## src/ecpu_ram.sv

```systemverilog
// generic single-port synchronous ram with registered read
module ecpu_ram #(
   parameter int WIDTH = 8,
   parameter int DEPTH = 256
) (
   input  logic                     clock,
   input  logic                     we,
   input  logic [$clog2(DEPTH)-1:0] addr,
   input  logic [WIDTH-1:0]         wdata,
   output logic [WIDTH-1:0]         rdata
);

   logic [WIDTH-1:0] mem_ff [DEPTH];
   logic [WIDTH-1:0] rdata_ff;

   always_ff @(posedge clock) begin
      if (we) begin
         mem_ff[addr] <= wdata;
      end
      rdata_ff <= mem_ff[addr];
   end

   assign rdata = rdata_ff;

endmodule

```

## config.mk

```make
export PLATFORM = sky130hd
export DESIGN_NAME = ecpu_ram
export DESIGN_NICKNAME = d
export VERILOG_FILES = /design/src/ecpu_ram.sv
export SDC_FILE = /design/constraint.sdc
export NUM_CORES = 2
export LEC_CHECK = 0
export BUFFER_PORTS_ARGS = -buffer_cell sky130_fd_sc_hd__buf_4
export CORE_UTILIZATION = 50
export DETAILED_ROUTE_END_ITERATION = 12
export PLACE_DENSITY = 0.63
export SLEW_MARGIN = 20
export SYNTH_ARGS = -nofsm -noshare
export SYNTH_HDL_FRONTEND = slang
export SYNTH_SLANG_ARGS = --single-unit
```

## constraint.sdc

```tcl
create_clock -name clock -period 3.9 [get_ports clock]
set_input_delay 0.78 -clock clock [delete_from_list [all_inputs] [get_ports clock]]
set_output_delay 0.78 -clock clock [all_outputs]
set_load 0.02 [all_outputs]
```

---- After elaboration in Yosys (flattened, before gate mapping) ----
Memory sizes are Yosys's and may differ from the RTL's. A register that Yosys moved wholly into a read port is not among the register bits.
Cells that the tools add are included.
W data, S select, Z words.
cells by class
  muxes and demuxes ....................... 2
operator list
  operator  number
  $mux W1   2
word-level totals
  bits in registers ....................... 0
  input port bits ......................... 18
  memories kept ........................... 1
  memory bits (writable) .................. 2048
memories
  memory  depth  width  rd ports  clocked after memory_dff  wr ports  RTL line  source
  mem_ff  256    8      1         1                         1         13        logic [WIDTH-1:0] mem_ff [DEPTH];

---- Logic depth before layout (Yosys ltp) ----
  depth in word-level cells ............... 2
  gate-level depth with buffers ........... 10

---- Least setup slack after synthesis ----
OpenSTA, ideal clock, no wires.
  path type ............................... in2reg
  start ................................... input addr[1]
  end ..................................... memory mem_ff[111][0] (enable)
  slack ................................... 0.901 ns
  stages on the path ...................... 9
  setup time .............................. 0.370 ns
  data arrival time ....................... 2.629 ns
  path buffers ............................ 5
  cells stage by stage .................... buf_2 > clkbuf_1 > clkbuf_1 > nand2_1 > buf_2 > nor2_1 > nand2_1 > clkbuf_1 > nor2_1
RTL lines
  item             RTL line  source
  start, declared  8         input logic [$clog2(DEPTH)-1:0] addr,
  end, declared    13
No word-level cell before the write port.

==> flow_metrics.env <==
export IMPL_syn_nets=3565
export IMPL_crit_required_ns=4.58
export IMPL_r2r_end="rdata[0]"
export IMPL_power_leakage_nw=28.41
export IMPL_hp_class="in -> reg"
export IMPL_vias=38550
export IMPL_final_hold_violation_count=0
export IMPL_grt_max_degree=121
export IMPL_viasPerCell=6.208
export IMPL_cts_path_max_buffers=3
export IMPL_regToRegSetupSlack_ns=1.02
export IMPL_clockRootBuffer="clkbuf_16"
export IMPL_clk_pin_slew_ns=0.06
export IMPL_fp_dieW_um=398.2
export IMPL_yosys_top_cells_area="edfxtp_1, mux4_2, a22oi_1, nor2_1, a21oi_1"
export IMPL_first_global_vias=38790
export IMPL_synth_cell_types=22
export IMPL_dieArea_mm2=0.1586
export IMPL_ys_warn_count=0
export IMPL_clock_sinks=2056
export IMPL_area_growth_syn_to_layout_pct=15.62
export IMPL_ff2ff_path_depth=6
export IMPL_period_minus_slack_ns=3.262
export IMPL_crit_chain="buf_8, buf_12, buf_4, mux4_2, a22oi_1, a21oi_1, o41ai_1, buf_4, nand4_1"
export IMPL_netlist_instances=3547
export IMPL_cts_made_buffers=201
export IMPL_worst_hold_path_endpoint="mem_ff[81][7]"
export IMPL_fillerInstances=11290
export IMPL_cts_hold_buffers=0
export IMPL_finClkSkew_ns=0.03485
export IMPL_r2r_start="mem_ff[219][0]"
export IMPL_status="complete, no violations"
export IMPL_yosysTopAreaCellShare_pct=78.35
export IMPL_grt_pass1_wl_um=276800
export IMPL_antenna_found_initial=3
export IMPL_ys_flop_type="edfxtp_1"
export IMPL_synth_common_cells="edfxtp_1, mux4_2, a22oi_1, nor2_1, clkbuf_1"
export IMPL_ys_seq_area_share_pct=78.55
export IMPL_final_nets=4000
export IMPL_synthArstFlopShare_pct=0
export IMPL_start_kind="input port"
export IMPL_cap_viol_max_count=0
export IMPL_cp_common_cell="buf_4"
export IMPL_critical_path_class="in -> reg"
export IMPL_post_cts_buffers=0
export IMPL_maxSlewViolCount=0
export IMPL_hold_depth=1
export IMPL_routed_wl_um=190900
export IMPL_syn_area_mm2=0.07849
export IMPL_hpwl_um=117400
export IMPL_slowest_delay_ns=0.96
export IMPL_ctsHtreeMaxLevel=4
export IMPL_worst_pin_slew_ns=1.079
export IMPL_min_from="wdata[7]"
export IMPL_critical_path_buf_inv_count=4
export IMPL_clock_latency_ns=0.83
export IMPL_synth_edf_count=2048
export IMPL_hold_ws_ns=0.3734
export IMPL_ys_ff_latch=2056
export IMPL_core_mm2=0.1560
export IMPL_cts_tree="done"
export IMPL_gp_congestion=0.8110
export IMPL_setup_tns_ns=0
export IMPL_start_util_pct=50.31
export IMPL_crit_start="addr[0]"
export IMPL_wire_per_inst_um=30.74
export IMPL_setup_viol=0
export IMPL_fmax_mhz=306.6
export IMPL_peakVddDrop_uv=545.5
export IMPL_portBuffers=25
export IMPL_cp_slowest_cell="o41ai_1"
export IMPL_cts_resized=0
export IMPL_die_h_um=398.2
export IMPL_drt_pass1_iterations=5
export IMPL_synth_top_cell_by_area="edfxtp_1"
export IMPL_drt_initial_drc_count=4646
export IMPL_period_share_pct=83.64
export IMPL_drive_above_1_share_pct=30.81
export IMPL_synth_most_common_cell="edfxtp_1"
export IMPL_crit_arrival_ns=3.94
export IMPL_slew_headroom_pct=27.79
export IMPL_critPathMaxFanout=17
export IMPL_power_density_mw_per_mm2=502.0
export IMPL_drc_errors=0
export IMPL_grt_setup_unrepaired="false"
export IMPL_final_antenna_net_count=0
export IMPL_syn_avg_cell_area_um2=22.13
export IMPL_grt_overflow=0
export IMPL_crit_family="compound AO/OA/AOI/OAI gates"
export IMPL_rows=145
export IMPL_num_io_pins=26
export IMPL_track_usage_pct=24.48
export IMPL_worstSetupEndpointType="flip-flop"
-- worst reg2reg max path, stage by stage (launching register included) --
cell      delay, ns
edfxtp_1       0.35
mux4_2         0.48
a22oi_1        0.33
a21oi_1        0.25
o41ai_1        0.91
buf_4          0.29
nand4_1        0.10
-- worst max path at each step --
stage / endpoint / slack [ns] / cells past startpoint
after CTS: rdata[0] / 0.69 / 9
after detailed placement: rdata[1] / -0.21 / 9
final: rdata[0] / 0.64 / 9
after global placement: rdata[3] / -0.48 / 8
after global routing: rdata[1] / 0.56 / 9
after floorplan: mem_ff[111][0] / 0.90 / 9
-- cells by family after synthesis --
logic type / after synthesis / share of synthesized area (%)
muxes: 512 / 14.69
DFF: 2056 / 78.55
buffers and inverters: 233 / 1.401
and+or+nand+nor: 330 / 1.733
AOI/OAI and AO/OA: 416 / 3.622
-- placed cells by master (no fill, tap or decap), types with 41 or more instances in the layout --
cell / synthesis / final
clkbuf_16: 0 / 207
mux4_2: 512 / 512
clkbuf_1: 145 / 47
edfxtp_1: 2048 / 2048
nor2_1: 232 / 231
a22oi_1: 256 / 256
a21oi_1: 128 / 128
clkinv_1: 0 / 41
buf_12: 0 / 53
buf_4: 16 / 401
-- sequential cells by signal (all words and copies together), names as in the netlist --
register / count
mem_ff: 2048
rdata: 8
-- routing by layer --
layer | vias to the layer above | share of wire, % | wire length, um | GRT usage (%)
met5 | - | 0.012 | 23 | 0
li1 | 15970 | - | - | -
met1 | 20640 | 42 | 79990 | 36.67
met4 | 4 | 2.0 | 3822 | 5.932
met2 | 1708 | 48 | 91210 | 37.83
met3 | 230 | 8.3 | 15820 | 4.210
-- per-stage QoR --
step | total power (W) | util, % | area (um2) | cells | setup slack (ns)
after floorplan | 0.02594 | - | 78490 | 3547 | 0.9013
after global placement | 0.02703 | 54.01 | 84270 | 5837 | -0.4761
after detailed placement | 0.02706 | 54.02 | 84280 | 5837 | -0.2064
after CTS | 0.04586 | 58.16 | 90750 | 6209 | 0.6936
after global routing | 0.04672 | 58.16 | 90750 | 6209 | 0.5621
final | 0.04556 | 58.17 | 90750 | 6210 | 0.6381
-- final cells by class --
cell class,instances,area (um2),area share (%)
sequential,2056,61660,67.94
multi-input combinational,1258,15820,17.44
clock buffer,254,5356,5.902
timing repair buffer,464,4222,4.652
tap,2058,2575,2.837
clock inverter,118,1111,1.224
inverter,1,3.754,0.004136
antenna,1,2.502,0.002757
-- power by group --
group / leakage [nW] / internal, W / switching (W)
Sequential: 18.5 / 0.0244 / 0.0000267
Clock: 3.14 / 0.0108 / 0.00818
Combinational: 6.79 / 0.000814 / 0.00137
Total: 28.4 / 0.0360 / 0.00958
Power figures use the tool's default switching activity.
